File: src/hw/rtl/radix_converter_macros.svh
// Assertion macros for the radix converter.
// Included by the top level; each macro expects signals named clock and reset in scope.
`ifndef RADIX_CONVERTER_MACROS_SVH
`define RADIX_CONVERTER_MACROS_SVH

// Same-cycle implication, checked at every rising clock edge outside reset.
`define RC_ASSERT_IMPL(label, cond, prop, msg) \
   label: assert property (@(posedge clock) disable iff (reset) (cond) |-> (prop)) \
      else $error(msg);

// Next-cycle implication, checked at every rising clock edge outside reset.
`define RC_ASSERT_NEXT(label, cond, prop, msg) \
   label: assert property (@(posedge clock) disable iff (reset) (cond) |=> (prop)) \
      else $error(msg);

`endif

File: src/hw/rtl/rc_pkg.sv
// Shared types, constants and helper functions of the radix converter.
// No dependencies; rc_div_unit, rc_lifo and the top level refer to it by scoped names.
package rc_pkg;

   // Field widths.
   localparam int WORD_W      = 31;
   localparam int BASE_W      = 6;
   localparam int CHAR_W      = 7;
   localparam int DEC_DIGIT_W = 4;
   localparam int DEC_DIGITS  = 10;
   localparam int DEC_CNT_W   = 4;
   localparam int VALUE_W     = 64;
   localparam int CSR_INDEX_W = 1;

   // Default depth of the result digit store.
   localparam int DEFAULT_MAX_DIGITS = 64;

   // Arithmetic constants.
   localparam logic [BASE_W-1:0] DEC_RADIX      = 6'd10;
   localparam logic [BASE_W-1:0] BASE_CAP       = 6'd36;
   localparam logic [BASE_W-1:0] SRC_BASE_RESET = 6'd10;
   localparam logic [BASE_W-1:0] TGT_BASE_RESET = 6'd2;
   localparam logic [CHAR_W-1:0] ASCII_ZERO     = 7'd48;
   localparam logic [CHAR_W-1:0] ASCII_LETTER   = 7'd55;

   // Register indexes of the configuration port.
   typedef enum logic [CSR_INDEX_W-1:0] {
      CSR_SOURCE_BASE = 1'b0,
      CSR_TARGET_BASE = 1'b1
   } csr_index_type;

   // Payload of one input item and one result item.
   typedef struct packed {
      logic [WORD_W-1:0] digit_word;
   } req_payload_type;

   typedef struct packed {
      logic [CHAR_W-1:0] digit_char;
      logic              last;
   } rsp_payload_type;

   // Control of a digit stack.
   typedef struct packed {
      logic push;
      logic pop;
   } lifo_ctl_type;

   // Bases above the cap behave as the cap.
   function automatic logic [BASE_W-1:0] clamp_base(input logic [BASE_W-1:0] b);
      return (b > BASE_CAP) ? BASE_CAP : b;
   endfunction

   // Digit value to its ASCII character.
   function automatic logic [CHAR_W-1:0] to_ascii(input logic [BASE_W-1:0] d);
      logic [CHAR_W-1:0] wide;
      wide = {1'b0, d};
      return (d < DEC_RADIX) ? (wide + ASCII_ZERO) : (wide + ASCII_LETTER);
   endfunction

endpackage

File: src/hw/rtl/rc_div_unit.sv
// Shared divide unit: one byte of a long division by a small divisor per cycle.
// Depends on rc_pkg for widths; used for both the decimal split and the target conversion.
module rc_div_unit (
   input  logic [7:0]               chunk,
   input  logic [rc_pkg::BASE_W-1:0] rem_prev,
   input  logic [rc_pkg::BASE_W-1:0] divisor,
   output logic [7:0]               quot,
   output logic [rc_pkg::BASE_W-1:0] rem_next
);

   // Eight restoring steps, most significant bit of the chunk first.
   // The running remainder stays below the divisor, so it fits the base width.
   always_comb begin
      logic [rc_pkg::BASE_W:0]   part;
      logic [rc_pkg::BASE_W-1:0] r;
      r    = rem_prev;
      quot = '0;
      part = '0;
      for (int i = 7; i >= 0; i--) begin
         part = {r, chunk[i]};
         if (part >= {1'b0, divisor}) begin
            quot[i] = 1'b1;
            r       = rc_pkg::BASE_W'(part - {1'b0, divisor});
         end else begin
            r = part[rc_pkg::BASE_W-1:0];
         end
      end
      rem_next = r;
   end

endmodule

File: config.mk
export PLATFORM = sky130hd
export DESIGN_NAME = rc_div_unit
export DESIGN_NICKNAME = d
export VERILOG_FILES = /design/src/hw/rtl/radix_converter_macros.svh /design/src/hw/rtl/rc_pkg.sv /design/src/hw/rtl/rc_div_unit.sv
export SDC_FILE = /design/constraint.sdc
export NUM_CORES = 1
export LEC_CHECK = 0
export BUFFER_PORTS_ARGS = -buffer_cell sky130_fd_sc_hd__buf_2
export CAP_MARGIN = 5
export CORE_UTILIZATION = 45
export DETAILED_ROUTE_END_ITERATION = 10
export SYNTH_ARGS = -nofsm -noshare
export SYNTH_HDL_FRONTEND = slang
export SYNTH_SLANG_ARGS = --single-unit
File: constraint.sdc
create_clock -name vclk -period 19.9
set_clock_uncertainty 0.05 [all_clocks]
set_input_delay 0.995 -clock vclk [all_inputs]
set_output_delay 0.995 -clock vclk [all_outputs]
set_load 0.02 [all_outputs]
==> flow_metrics.py <==
metrics = {
    "outcome": {
        "status": "finished, final reports clean",
    },
    "die": {
        "ioPinCount": 34,
        "die-height_microns": 78.4,
        "rows": 27,
        "initial_utilization": 0.471,
        "dieArea_sq_mm": 0.00615,
        "coreArea_sq_mm": 0.00557,
        "die_w_microns": 78.4,
    },
    "clocking": {
        "ctsHoldBuffers": 0,
        "ctsResizeCount": 0,
        "cts_setup_buffers": 0,
    },
    "route": {
        "firstDrtPassIters": 4,
        "vias_per_cell": 5.66,
        "wl_per_cell_microns": 15.4,
        "drc": 0,
        "drt-initial-drc-count": 120,
        "ant_nets": 0,
        "vias": 2532,
        "wl_mm": 6.90,
    },
    "global_routing": {
        "grt_pass1_wl_mm": 11.6,
        "overflow": 0,
        "grt_pass1_vias": 2410,
        "grt_usage": 0.234,
        "antenna_found_initial": 0,
        "grt_max_degree": 11,
    },
    "sta": {
        "rsz0062_at_grt": "false",
        "tightest_slew_ns": 0.543,
        "min_period_ns": 18.53,
        "finalHoldViolations": 0,
        "fin_tns_setup_ns": 0,
        "finalSetupViolations": 0,
        "slew_violations": 0,
        "maxSlewHeadroom": 0.635,
        "clock.fmax_mhz": 54.0,
        "fin_crit_sh": 0.931,
    },
    "synth": {
        "syn_inst": 335,
        "synth_seq_area_share": 0,
        "synth_cell_types": 59,
        "yosysTopAreaCellShare": 0.229,
        "synth.area.top_cells": "ha_1 (23%), fa_1 (6.1%), mux2i_1 (6.1%), inv_1 (5.4%), o21ai_0 (4.4%)",
        "syn_area_sq_mm": 0.00263,
        "yosysTopAreaCell": "ha_1",
        "yosysWarnings": 0,
        "syn_nets": 411,
        "syn_avg_cell_area_sq_um": 7.84,
    },
    "worst_setup_path": {
        "critical_path.max_stage_delay_ns": 0.42,
        "critical_path.startpoint": "divisor[1]",
        "critPathMaxFanout": 8,
        "crit_type": "input port to output pin",
        "critical_path.endpoint_type": "output pin",
        "start_kind": "input port",
        "arrival_ns": 17.48,
        "crit_top_cell": "ha_1",
        "cp.required_ns": 18.86,
        "crit_slowest_cell": "a221oi_2",
    },
    "hold_path": {
        "hp-start": "chunk[0]",
        "hp-class": "input port to output pin",
    },
    "run": {
        "maxCapViolCount": 0,
    },
    "final_layout": {
        "insertedDiodeCount": 0,
        "fillerInstances": 558,
        "register_area_sq_um": 0,
        "design.seq.count": 0,
        "nNetsFinal": 453,
        "clkbuf_count": 0,
        "drive_above_1_share": 0.184,
        "synthToLayoutAreaGrowth_pct": 12.0,
    },
    "place": {
        "place.gp.congestion": 0.869,
        "numPortBuffers": 34,
        "place_hpwl_mm": 5.87,
    },
}
## routing by layer
| metal | GRT usage | part of all wire | vias to the layer above |
|---|---|---|---|
| met5 | 0 | 0 | - |
| met4 | 0.00556 | 0.0022 | 0 |
| met3 | 0.00349 | 0.027 | 2 |
| met2 | 0.382 | 0.43 | 40 |
| met1 | 0.359 | 0.54 | 1179 |
| li1 | - | - | 1311 |
## Yosys cell counts, types with 11 or more instances
library cell,n
a21o_1,15
a21oi_1,20
ha_1,48
inv_1,38
mux2i_1,16
nand2_1,15
nand2b_1,11
nor2_1,20
nor2b_1,12
o21ai_0,23
xnor2_1,11
xor2_1,11
## cell usage in the layout (no fill, tap or decap), types with 12 or more instances in the layout
| cell | count |
|---|---|
| nor2b_1 | 12 |
| a21o_1 | 15 |
| a21oi_1 | 20 |
| mux2i_1 | 16 |
| buf_2 | 34 |
| o21ai_0 | 22 |
| nand2_1 | 15 |
| nor2_1 | 20 |
| ha_1 | 48 |
| inv_1 | 38 |
## final timing paths
kind	cells past startpoint	to
max	78	rem_next[1]
min	4	rem_next[0]
## worst max-delay path, delay by kind of cell
family	cells	cell delay (ns)
AO/OA/AOI/OAI	39	8.78
multiplexers	5	1.61
buffers and inverters	11	1.34
adder cells (fa/ha/maj)	8	2.21
AND/OR/NAND/NOR	15	2.50
## stage by stage
stage               utilization  area, sq um  hold slack (ns)  std cells  setup slack [ns]
global placement          0.527         2940             2.30        447              1.38
floorplan                     -         2630             2.15        335              2.48
global route              0.528         2940             2.34        447            0.0703
CTS                       0.527         2940             2.32        447              1.12
detailed placement        0.527         2940             2.31        447              1.19
finish                    0.528         2940             2.31        447              1.37
## logic make-up after synthesis
family                   synth area share
XOR/XNOR                           0.0733
buffers and inverters              0.0648
adder cells (fa/ha/maj)             0.290
AO/OA/AOI/OAI                       0.288
AND/OR/NAND/NOR                     0.172
multiplexers                        0.112
## final cells by class
type                            count  area [sq um]  share of cell area
Multi-Input combinational cell    292          2460               0.838
Timing Repair Buffer               43           238              0.0808
Inverter                           40           150              0.0510
Tap cell                           72          90.1              0.0306
Power is not shown: default switching activity piles up to over one toggle a cycle in this logic, so the estimate is an artifact.
