[src/hw/rtl/radix_converter_macros.svh]
// Assertion macros for the radix converter.
// Included by the top level; each macro expects signals named clock and reset in scope.
`ifndef RADIX_CONVERTER_MACROS_SVH
`define RADIX_CONVERTER_MACROS_SVH

// Same-cycle implication, checked at every rising clock edge outside reset.
`define RC_ASSERT_IMPL(label, cond, prop, msg) \
   label: assert property (@(posedge clock) disable iff (reset) (cond) |-> (prop)) \
      else $error(msg);

// Next-cycle implication, checked at every rising clock edge outside reset.
`define RC_ASSERT_NEXT(label, cond, prop, msg) \
   label: assert property (@(posedge clock) disable iff (reset) (cond) |=> (prop)) \
      else $error(msg);

`endif

[src/hw/rtl/rc_pkg.sv]
// Shared types, constants and helper functions of the radix converter.
// No dependencies; rc_div_unit, rc_lifo and the top level refer to it by scoped names.
package rc_pkg;

   // Field widths.
   localparam int WORD_W      = 31;
   localparam int BASE_W      = 6;
   localparam int CHAR_W      = 7;
   localparam int DEC_DIGIT_W = 4;
   localparam int DEC_DIGITS  = 10;
   localparam int DEC_CNT_W   = 4;
   localparam int VALUE_W     = 64;
   localparam int CSR_INDEX_W = 1;

   // Default depth of the result digit store.
   localparam int DEFAULT_MAX_DIGITS = 64;

   // Arithmetic constants.
   localparam logic [BASE_W-1:0] DEC_RADIX      = 6'd10;
   localparam logic [BASE_W-1:0] BASE_CAP       = 6'd36;
   localparam logic [BASE_W-1:0] SRC_BASE_RESET = 6'd10;
   localparam logic [BASE_W-1:0] TGT_BASE_RESET = 6'd2;
   localparam logic [CHAR_W-1:0] ASCII_ZERO     = 7'd48;
   localparam logic [CHAR_W-1:0] ASCII_LETTER   = 7'd55;

   // Register indexes of the configuration port.
   typedef enum logic [CSR_INDEX_W-1:0] {
      CSR_SOURCE_BASE = 1'b0,
      CSR_TARGET_BASE = 1'b1
   } csr_index_type;

   // Payload of one input item and one result item.
   typedef struct packed {
      logic [WORD_W-1:0] digit_word;
   } req_payload_type;

   typedef struct packed {
      logic [CHAR_W-1:0] digit_char;
      logic              last;
   } rsp_payload_type;

   // Control of a digit stack.
   typedef struct packed {
      logic push;
      logic pop;
   } lifo_ctl_type;

   // Bases above the cap behave as the cap.
   function automatic logic [BASE_W-1:0] clamp_base(input logic [BASE_W-1:0] b);
      return (b > BASE_CAP) ? BASE_CAP : b;
   endfunction

   // Digit value to its ASCII character.
   function automatic logic [CHAR_W-1:0] to_ascii(input logic [BASE_W-1:0] d);
      logic [CHAR_W-1:0] wide;
      wide = {1'b0, d};
      return (d < DEC_RADIX) ? (wide + ASCII_ZERO) : (wide + ASCII_LETTER);
   endfunction

endpackage

[src/hw/rtl/rc_lifo.sv]
// Digit stack: the top entry sits in a register, the entries beneath it in an array.
// Depends on rc_pkg for the control struct; holds decimal digits or result digits.
module rc_lifo #(
   parameter int WIDTH = rc_pkg::BASE_W,
   parameter int DEPTH = rc_pkg::DEFAULT_MAX_DIGITS
) (
   input  logic                 clock,
   input  logic                 reset,
   input  rc_pkg::lifo_ctl_type ctl,
   input  logic [WIDTH-1:0]     din,
   output logic [WIDTH-1:0]     top
);

   localparam int ADDR_W = $clog2(DEPTH);
   localparam int CNT_W  = $clog2(DEPTH + 1);

   logic [WIDTH-1:0]  stack_mem [DEPTH];
   logic [WIDTH-1:0]  top_ff;
   logic [CNT_W-1:0]  count_ff, count_in;
   logic [ADDR_W-1:0] wr_addr, rd_addr;

   // The old top goes one slot below the count; a pop reads the entry under it.
   assign wr_addr = ADDR_W'(count_ff - CNT_W'(1));
   assign rd_addr = ADDR_W'(count_ff - CNT_W'(2));

   // Occupancy count.
   always_comb begin
      count_in = count_ff;
      if (ctl.push) begin
         count_in = count_ff + CNT_W'(1);
      end else if (ctl.pop) begin
         count_in = count_ff - CNT_W'(1);
      end
   end

   always_ff @(posedge clock) begin
      if (reset) begin
         count_ff <= '0;
      end else begin
         count_ff <= count_in;
      end
   end

   // Payload storage needs no reset; one write or one registered read per cycle.
   always_ff @(posedge clock) begin
      if (ctl.push) begin
         top_ff <= din;
         if (count_ff != '0) begin
            stack_mem[wr_addr] <= top_ff;
         end
      end else if (ctl.pop) begin
         if (count_ff > CNT_W'(1)) begin
            top_ff <= stack_mem[rd_addr];
         end
      end
   end

   assign top = top_ff;

endmodule

[config.mk]
export PLATFORM = sky130hd
export DESIGN_NAME = rc_lifo
export DESIGN_NICKNAME = d
export VERILOG_FILES = /design/src/hw/rtl/radix_converter_macros.svh /design/src/hw/rtl/rc_pkg.sv /design/src/hw/rtl/rc_lifo.sv
export SDC_FILE = /design/constraint.sdc
export NUM_CORES = 1
export LEC_CHECK = 0
export BUFFER_PORTS_ARGS = -buffer_cell sky130_fd_sc_hd__buf_2
export CORE_ASPECT_RATIO = 1.1
export CORE_MARGIN = 3
export CORE_UTILIZATION = 35
export DETAILED_ROUTE_END_ITERATION = 16
export SYNTH_ARGS = -nofsm -noshare
export SYNTH_HDL_FRONTEND = slang
export SYNTH_SLANG_ARGS = --single-unit
[constraint.sdc]
create_clock -name clock -period 6.7 [get_ports clock]
set_input_delay 0 -clock clock [delete_from_list [all_inputs] [get_ports clock]]
set_output_delay 0 -clock clock [all_outputs]
set_load 0.1 [all_outputs]
==> results.cfg, run 1 <==
[placement]
place.gp.congestion = 0.833
dp_hpwl_um = 22600
port_buffers = 15
dpl-instance-area_um2 = 16700

[cts]
post_cts_buffers = 0
clk_pin_slew_ns = 0.06
cts_made_buffers = 40
cts.sinks = 397
hold_buffers = 4
clock_latency_ns = 0.54
cts_tree = done
cts_htree_levels = 2
root_buffer = clkbuf_16
post_cts_resized = 0
clockBufferDepth = 3

[global_route]
antenna_found_initial = 0
grt_max_degree = 68
grtUsageTotal = 0.153
grt_overflow = 0
grt_pass1_wl_um = 56700
grt_pass1_vias = 8980

[worst_setup_path]
cpMaxStageDelayCell = nor2_1
timing.rr.start = count_ff[1]
worstSetupEndpoint = top[5]
path_delay_family = simple AND/OR/NAND/NOR gates
cp.depth = 9
arrival_ns = 4.43
cp-startpoint = count_ff[1]
r2r-end = top[5]
crit_required_ns = 6.99
critPathKind = reg2reg
critPathMostFrequentCell = clkinv_1
path_cells = clkinv_1, ha_1, buf_4, clkinv_1, nor2_1, nand3_1, a31oi_1, a311oi_1, and3_1
end_kind = flip-flop
worstRegToRegCells = 9
ff2ff_setup_slack_ns = 2.56
max_stage_delay_ns = 0.79
path_buf_inv = 3
cp_max_fo = 26
startpoint_type = flip-flop

[die]
pin_count = 16
std_cell_rows = 81
initial_core_util = 0.358
die_w_um = 210
die_h_um = 231
die-area_um2 = 48600
coreArea_um2 = 44900

[sta]
drv_slew = 0
timing.final.crit_share = 0.618
setup_violations = 0
rsz0062_at_grt = false
clock_skew_ns = 0.0185
hold_viol_final = 0
finalSetupTns_ns = 0
slew_headroom = 0.204
tightest_slew_ns = 1.19
max_freq_mhz = 241
post-route-min-period_ns = 4.14

[yosys]
synth-simple-area-share = 0.108
synthesis.area_um2 = 16100
synth_top_family_by_area = simple AND/OR/NAND/NOR gates
async_flop_share = 0
synth_compound_area_frac = 0.0313
ys_seq_area_frac = 0.737
synth_ff_type = edfxtp_1
synth-edff-count = 390
synthXorXnorAreaFrac = 0.00809
synthAdderAreaFrac = 0.00545
ys_ff_latch = 397
syn-num-nets = 1057
muxShareOfSynthArea = 0.0910
yosysWarnings = 0
syn_area_per_cell_um2 = 15.5
synth_cells = 1040
netlist-cell-type-count = 47

[outcome]
outcome = finished, final reports clean

[route]
vias_per_cell = 5.40
drt_iter0_markers = 737
drt_wl_total_um = 37200
post-route-drc-count = 0
routedWlPerCell_um = 22.3
vias = 9010
drt_first_pass_iters = 5
final_antenna_net_count = 0

[power]
p_per_area_nw_per_um2 = 349
total_power_mw = 6.27
vdd_drop_max_mv = 0.224
p_leak_nw = 5.69

[layout]
most-common-layout-cells = 390 x edfxtp_1, 191 x nand2_1, 87 x nor2_1
drive_gt1_frac = 0.120
fin_area_um2 = 17900
regArea_um2 = 11900
multi_input_area_um2 = 3930
nNetsFinal = 1078
antenna_cells = 0
fillers = 4093
final_common_cell = edfxtp_1
area_delta_synth_final_pct = 11.6

[flow_run]
drv_cap = 0

[hold_path]
hold_class = in2reg
[power breakdown]
| part | internal [mW] | switching, mW |
|---|---|---|
| clock network | 1.14 | 0.891 |
| logic | 0.301 | 0.867 |
| registers | 3.01 | 0.0624 |
[synth_stat cells, drive strengths merged (3+ instances only)]
| cell | n | area [um^2] |
|---|---|---|
| a31oi | 25 | 156 |
| dfxtp | 7 | 140 |
| xor2 | 3 | 33.8 |
| xnor2 | 11 | 96.3 |
| mux2i | 46 | 460 |
| nand4 | 16 | 100 |
| nor3 | 4 | 20.0 |
| nor2b | 5 | 31.3 |
| edfxtp | 390 | 11700 |
| a32oi | 16 | 140 |
| o2bb2ai | 5 | 43.8 |
| and3 | 8 | 50.1 |
| inv | 5 | 18.8 |
| nor2 | 87 | 327 |
| nand3 | 79 | 395 |
| ha | 7 | 87.6 |
| nand2 | 191 | 717 |
| buf | 34 | 214 |
| mux4 | 44 | 991 |
| o21ai | 7 | 35.0 |
| nor4 | 5 | 43.8 |
| clkbuf | 20 | 75.1 |
| a311oi | 5 | 43.8 |
[worst min path at each step]
stage          startpoint     endpoint  cells after the start
3_5_place_dp        reset  count_ff[0]                      2
4_1_cts            din[4]       top[4]                      3
5_1_grt            din[4]       top[4]                      3
2_1_floorplan       reset  count_ff[0]                      1
3_3_place_gp        reset  count_ff[0]                      2
6_report           din[4]       top[4]                      3
[cell type report]
cell class | count | share of cell area
repair buffers | 33 | 0.0130
clock inverters | 21 | 0.00760
well taps | 581 | 0.0405
flip-flops and latches | 397 | 0.661
inverters | 7 | 0.00146
multi-input cells | 582 | 0.219
clock buffers | 49 | 0.0577
[worst reg2reg max path: stages, from the launching register on]
cell      delay, ns
dfxtp_4        0.66
clkinv_1       0.41
ha_1           0.40
buf_4          0.30
clkinv_1       0.45
nor2_1         0.80
nand3_1        0.20
a31oi_1        0.37
a311oi_1       0.11
and3_1         0.19
[metrics by stage]
stage	instances	setup slack (ns)	hold WS, ns	utilization
final	1670	2.56	0.0788	0.400
after CTS	1670	2.55	0.0809	0.400
after global placement	1596	2.69	0.294	0.373
after detailed placement	1596	2.57	0.296	0.373
after global routing	1670	2.28	0.101	0.400
after floorplan	1040	3.85	0.0724	-
[metal layers]
layer / track usage / part of all wire
met1: 0.211 / 0.43
met2: 0.244 / 0.48
met3: 0.0242 / 0.054
met4: 0.0626 / 0.038
met5: 0 / 0
[logic make-up after synthesis]
kind of cell | after synthesis
xor gates and xnor gates | 14
buffers and inverters | 61
AOI/OAI and AO/OA | 69
and+or+nand+nor | 401
muxes | 91
DFF | 397
adders and majority gates | 7
[flip-flops by register name, indices dropped and copies added, names as in the netlist]
name,count
stack_mem,384
count_ff,7
top,6
Power figures use the tool's default switching activity.
==> inputs of run 2 (changes only) <==
==> constraint.sdc (replaced) <==
create_clock -name clock -period 3.64 [get_ports clock]
set_input_delay 0 -clock clock [delete_from_list [all_inputs] [get_ports clock]]
set_output_delay 0 -clock clock [all_outputs]
set_load 0.1 [all_outputs]
==> results.cfg, run 2 (same netlist as run 1, synthesis figures left out) <==
[cts]
clockBufferDepth = 3
cts.sinks = 397
cts_htree_levels = 2
clock_latency_ns = 0.53
clk_pin_slew_ns = 0.06
root_buffer = clkbuf_16
cts_tree = done
post_cts_buffers = 0
cts_made_buffers = 39

[worst_setup_path]
arrival_ns = 3.70
worstRegToRegCells = 10
critPathKind = reg2reg
max_stage_delay_ns = 0.59
end_kind = flip-flop
timing.rr.start = count_ff[2]
startpoint_type = flip-flop
r2r-end = top[2]
cp_max_fo = 34
ff2ff_setup_slack_ns = 0.34
worstSetupEndpoint = top[2]
cpMaxStageDelayCell = a311oi_1
cp-startpoint = count_ff[2]
path_cells = inv_1, ha_1, xnor2_2, buf_12, buf_4, nand2_1, a32oi_1, a31oi_1, a311oi_1, and3_1
crit_required_ns = 4.04

[layout]
most-common-layout-cells = 390 x edfxtp_1, 191 x nand2_1, 87 x nor2_1
regMostFlops = stack_mem
fin_area_um2 = 18400
area_delta_synth_final_pct = 14.2
final_common_cell = edfxtp_1
final_core_util = 0.409
nNetsFinal = 1119
drive_gt1_frac = 0.157
largest_reg_flops = 384
fillers = 4029
stdcell_count = 1705
antenna_cells = 0

[outcome]
outcome = finished, final reports clean

[die]
pin_count = 16
std_cell_rows = 81
initial_core_util = 0.358
die-area_um2 = 48600
die_h_um = 231
coreArea_um2 = 44900
die_w_um = 210

[route]
drt_iter0_markers = 883
final_antenna_net_count = 0
vias_per_cell = 5.31
drt_first_pass_iters = 5
vias = 9052
routedWlPerCell_um = 22.0
drt_wl_total_um = 37500
post-route-drc-count = 0

[global_route]
grt_overflow = 0
grt_max_degree = 74
grt_pass1_wl_um = 56700
grtUsageTotal = 0.153
grt_pass1_vias = 9046
antenna_found_initial = 0

[placement]
dpl-instance-area_um2 = 17100
place.gp.congestion = 0.803
dp_hpwl_um = 24300
dp.cells = 1638
port_buffers = 15

[sta]
tightest_slew_ns = 1.26
post-route-min-period_ns = 3.30
rsz0062_at_grt = false
drv_slew = 0
slew_headroom = 0.158
hold_viol_final = 0
clock_skew_ns = 0.00973
setup_violations = 0
max_freq_mhz = 303
finalSetupTns_ns = 0
timing.final.crit_share = 0.906

[flow_run]
drv_cap = 0

[power]
total_power_mw = 11.8
p_per_area_nw_per_um2 = 642
p_leak_nw = 5.95
vdd_drop_max_mv = 0.358

[hold_path]
hold_class = in2reg
==> run 2: changes by cell type in the layout (fill, tap and decap cells not counted), moves of 2 or more <==
cell | before | now
buf_4 | 13 | 50
clkinv_2 | 4 | 6
inv_6 | 2 | 0
clkbuf_1 | 9 | 2
bufinv_16 | 1 | 3
clkinv_1 | 14 | 11
buf_12 | 1 | 6
==> run 2: how the worst min path moves through the flow <==
| stage | from | endpoint | slack [ns] | depth (start not counted) |
|---|---|---|---|---|
| after global placement | reset | count_ff[1] | 0.28 | 2 |
| after global routing | din[3] | top[3] | 0.07 | 4 |
| final | din[3] | top[3] | 0.04 | 4 |
| after CTS | din[3] | top[3] | 0.03 | 4 |
| after floorplan | reset | count_ff[0] | 0.07 | 1 |
| after detailed placement | reset | count_ff[1] | 0.28 | 2 |
==> run 2: area by class of cell <==
class                      instances  area, um^2  share of cell area
clock buffer                      43        1030              0.0563
clock inverter                    20         170             0.00927
inverter                           7        26.3             0.00143
multi-input combinational        582        3930               0.214
sequential                       397       11900               0.646
tap                              581         727              0.0396
timing repair buffer              75         611              0.0333
==> run 2: layer usage <==
layer / track usage / vias to the layer above / wire (um) / share of wire
met4: 0.0492 / 0 / 1020 / 0.027
met5: 0 / - / 0 / 0
li1: - / 4102 / - / -
met2: 0.260 / 257 / 18600 / 0.50
met3: 0.0235 / 59 / 1620 / 0.043
met1: 0.204 / 4634 / 16200 / 0.43
==> run 2: worst max-delay path, delay by kind of cell (launching register included) <==
kind / cells / cell delay (ns)
fa+ha+maj: 1 / 0.34
buf+inv: 3 / 0.67
compound gates: 3 / 1.02
simple gates: 2 / 0.32
xor+xnor: 1 / 0.28
flops: 1 / 0.50
==> run 2: stage by stage <==
stage                     hold slack, ns  worst slack [ns]
after floorplan                   0.0724             0.786
after global placement             0.283             0.414
after detailed placement           0.283             0.452
after CTS                         0.0274             0.429
after global routing              0.0707             0.304
final                             0.0379             0.343
==> run 2: repair_timing <==
action,CTS,global route
endpoints found under the hold margin,7,0
resized for setup,0,0
setup endpoints to repair,0,0
hold buffers,4,0
==> run 2: report_power, final <==
group / internal [mW] / leakage [nW] / switching (mW) / total (mW)
registers: 5.53 / 3.56 / 0.202 / 5.74
logic: 0.669 / 1.80 / 1.53 / 2.20
clock network: 2.24 / 0.592 / 1.62 / 3.86
==> inputs of run 3 (changes only) <==
--- a/config.mk
+++ b/config.mk
@@ -5,6 +5,7 @@
 export SDC_FILE = /design/constraint.sdc
 export NUM_CORES = 1
 export LEC_CHECK = 0
+export ABC_AREA = 1
 export BUFFER_PORTS_ARGS = -buffer_cell sky130_fd_sc_hd__buf_2
 export CORE_ASPECT_RATIO = 1.1
 export CORE_MARGIN = 3
==> constraint.sdc (replaced) <==
create_clock -name clock -period 3.64 [get_ports clock]
set_input_delay 0.546 -clock clock [delete_from_list [all_inputs] [get_ports clock]]
set_output_delay 0.546 -clock clock [all_outputs]
set_load 0.1 [all_outputs]
==> results.cfg, run 3 <==
[outcome]
outcome = finished, final reports clean

[worst_setup_path]
critPathMostFrequentCell = nand3_2
path_cells = buf_4, nand2_1, nand3_2, xor2_2, nand3_2, nor2_1
path_buf_inv = 1
end_kind = flip-flop
r2r-end = stack_mem[40][4]
cpMaxStageDelayCell = buf_4
crit_required_ns = 3.80
timing.rr.start = count_ff[0]
path_delay_family = simple AND/OR/NAND/NOR gates
ff2ff_setup_slack_ns = 0.72
max_stage_delay_ns = 0.58
arrival_ns = 3.08
startpoint_type = flip-flop
cp_max_fo = 68
worstRegToRegCells = 6
critPathKind = reg2reg

[sta]
drv_slew = 0
timing.final.crit_share = 0.803
setup_violations = 0
finalSetupTns_ns = 0
tightest_slew_ns = 0.961
hold_viol_final = 0
clock_skew_ns = 0.0109
slew_headroom = 0.359
post-route-min-period_ns = 2.92
max_freq_mhz = 342
holdWs_ns = 0.302
rsz0062_at_grt = false

[layout]
drive_gt1_frac = 0.0749
area_delta_synth_final_pct = 11.6
largest_reg_flops = 384
nNetsFinal = 1668
final_core_util = 0.399
most-common-layout-cells = 528 x nand2_1, 390 x edfxtp_1, 256 x nand3_1
regMostFlops = stack_mem
final_common_cell = nand2_1
fin_area_um2 = 19300
antenna_cells = 0

[cts]
clockBufferDepth = 3
cts_made_buffers = 41
post_cts_buffers = 0
cts_htree_levels = 2
root_buffer = clkbuf_16
clk_pin_slew_ns = 0.06
cts.sinks = 397
hold_buffers = 0
clock_latency_ns = 0.53
cts_tree = done
post_cts_resized = 0

[placement]
place.gp.congestion = 0.906
dp_hpwl_um = 24700
dpl-instance-area_um2 = 18000
port_buffers = 15

[yosys]
synth-edff-count = 390
netlist-cell-type-count = 33
synth_top_area_cell = edfxtp_1
ys_seq_area_frac = 0.685
ys_ff_latch = 397
syn-num-nets = 1666
ys_top_cells_by_count = 528 x nand2_1, 390 x edfxtp_1, 256 x nand3_1
synth_most_common_cell = nand2_1
synth_top_area_frac = 0.677
yosysWarnings = 0
synthesis.area_um2 = 17300
synth_area_leaders = edfxtp_1 68%, nand2_1 11%, nand3_1 7.4%, nor2_1 3.3%, inv_1 3.2%
synth_ff_type = edfxtp_1
synth_cells = 1649
syn_area_per_cell_um2 = 10.5
async_flop_share = 0

[die]
die_h_um = 239
initial_core_util = 0.358
std_cell_rows = 84
coreArea_um2 = 48300
die_w_um = 218
die-area_um2 = 52100
pin_count = 16

[power]
internal_power_mw = 8.26
p_comb_frac = 0.174
pwr-share-clk = 0.352
p_per_area_nw_per_um2 = 598
netSwitchingFraction = 0.285
total_power_mw = 11.5
vdd_drop_max_mv = 0.854
p_leak_nw = 7.49
seq_power_share = 0.474
netSwitchingPower_mw = 3.29

[route]
routedWlPerCell_um = 18.0
drt_first_pass_iters = 7
drt_iter0_markers = 1121
drt_wl_total_um = 41900
vias = 11400
post-route-drc-count = 0
final_antenna_net_count = 0
vias_per_cell = 4.92

[global_route]
grtUsageMet2 = 0.275
antenna_found_initial = 0
gr-max-usage-layer = met2
grt_overflow = 0
grt_max_degree = 86
grtUsageTotal = 0.161
grt_pass1_vias = 11200
met1_usage = 0.212
grtUsageMet3 = 0.0211
grt_pass1_wl_um = 64500

[hold_path]
holdPathEnd = top[3]
hold_class = in2reg
whs_path_depth = 3
min_from = din[3]

[flow_run]
drv_cap = 0
==> run 3: cell type report <==
| cell class | instances | area, um^2 |
|---|---|---|
| fill | 4684 | 29000 |
| sequential | 397 | 11900 |
| multi-input combinational | 1015 | 4450 |
| clock buffer | 58 | 1160 |
| tap | 645 | 807 |
| inverter | 154 | 584 |
| timing repair buffer | 42 | 290 |
| clock inverter | 16 | 158 |
==> run 3: power groups by stage <==
stage | Combinational (mW) | Clock, mW | Sequential (mW)
final | 2.01 | 4.07 | 5.47
after global routing | 2.19 | 4.35 | 5.48
after CTS | 2.02 | 4.15 | 5.47
after detailed placement | 2.01 | 0 | 5.57
after global placement | 2.01 | 0 | 5.57
after floorplan | 0.977 | 0 | 5.84
==> run 3: layer usage <==
metal | up-vias | part of all wire | wire length, um
met4 | 0 | 0.034 | 1410
met1 | 5487 | 0.42 | 17500
met5 | - | 0 | 0
met2 | 373 | 0.48 | 20300
li1 | 5494 | - | -
met3 | 86 | 0.065 | 2730
==> run 3: logic make-up (layout without fill, tap and decap cells) <==
family / Yosys count / count (layout) / synth area share
xor+xnor: 8 / 8 / 0.00687
fa+ha+maj: 7 / 7 / 0.00506
flops: 397 / 397 / 0.685
buf+inv: 237 / 270 / 0.0573
compound gates: 51 / 51 / 0.0166
simple gates: 949 / 949 / 0.229
==> run 3: worst min-delay path, cell delays in order <==
cell and delay (ns):
buf_2 0.07, nand2_1 0.04, nand2_1 0.06
==> run 3: worst max path at each step <==
stage | slack, ns | depth (start not counted) | end | from
4_1_cts | 0.71 | 6 | stack_mem[40][4] | count_ff[0]
2_1_floorplan | 1.17 | 8 | stack_mem[32][0] | count_ff[1]
3_3_place_gp | 0.70 | 5 | stack_mem[36][5] | ctl[1]
5_1_grt | 0.53 | 6 | stack_mem[42][4] | count_ff[0]
6_report | 0.72 | 6 | stack_mem[40][4] | count_ff[0]
3_5_place_dp | 0.56 | 5 | stack_mem[4][5] | ctl[1]
==> run 3: metrics by stage <==
stage / setup slack, ns / cells
after floorplan: 1.17 / 1649
after global routing: 0.534 / 2327
after detailed placement: 0.564 / 2253
final: 0.716 / 2327
after CTS: 0.706 / 2327
after global placement: 0.698 / 2253
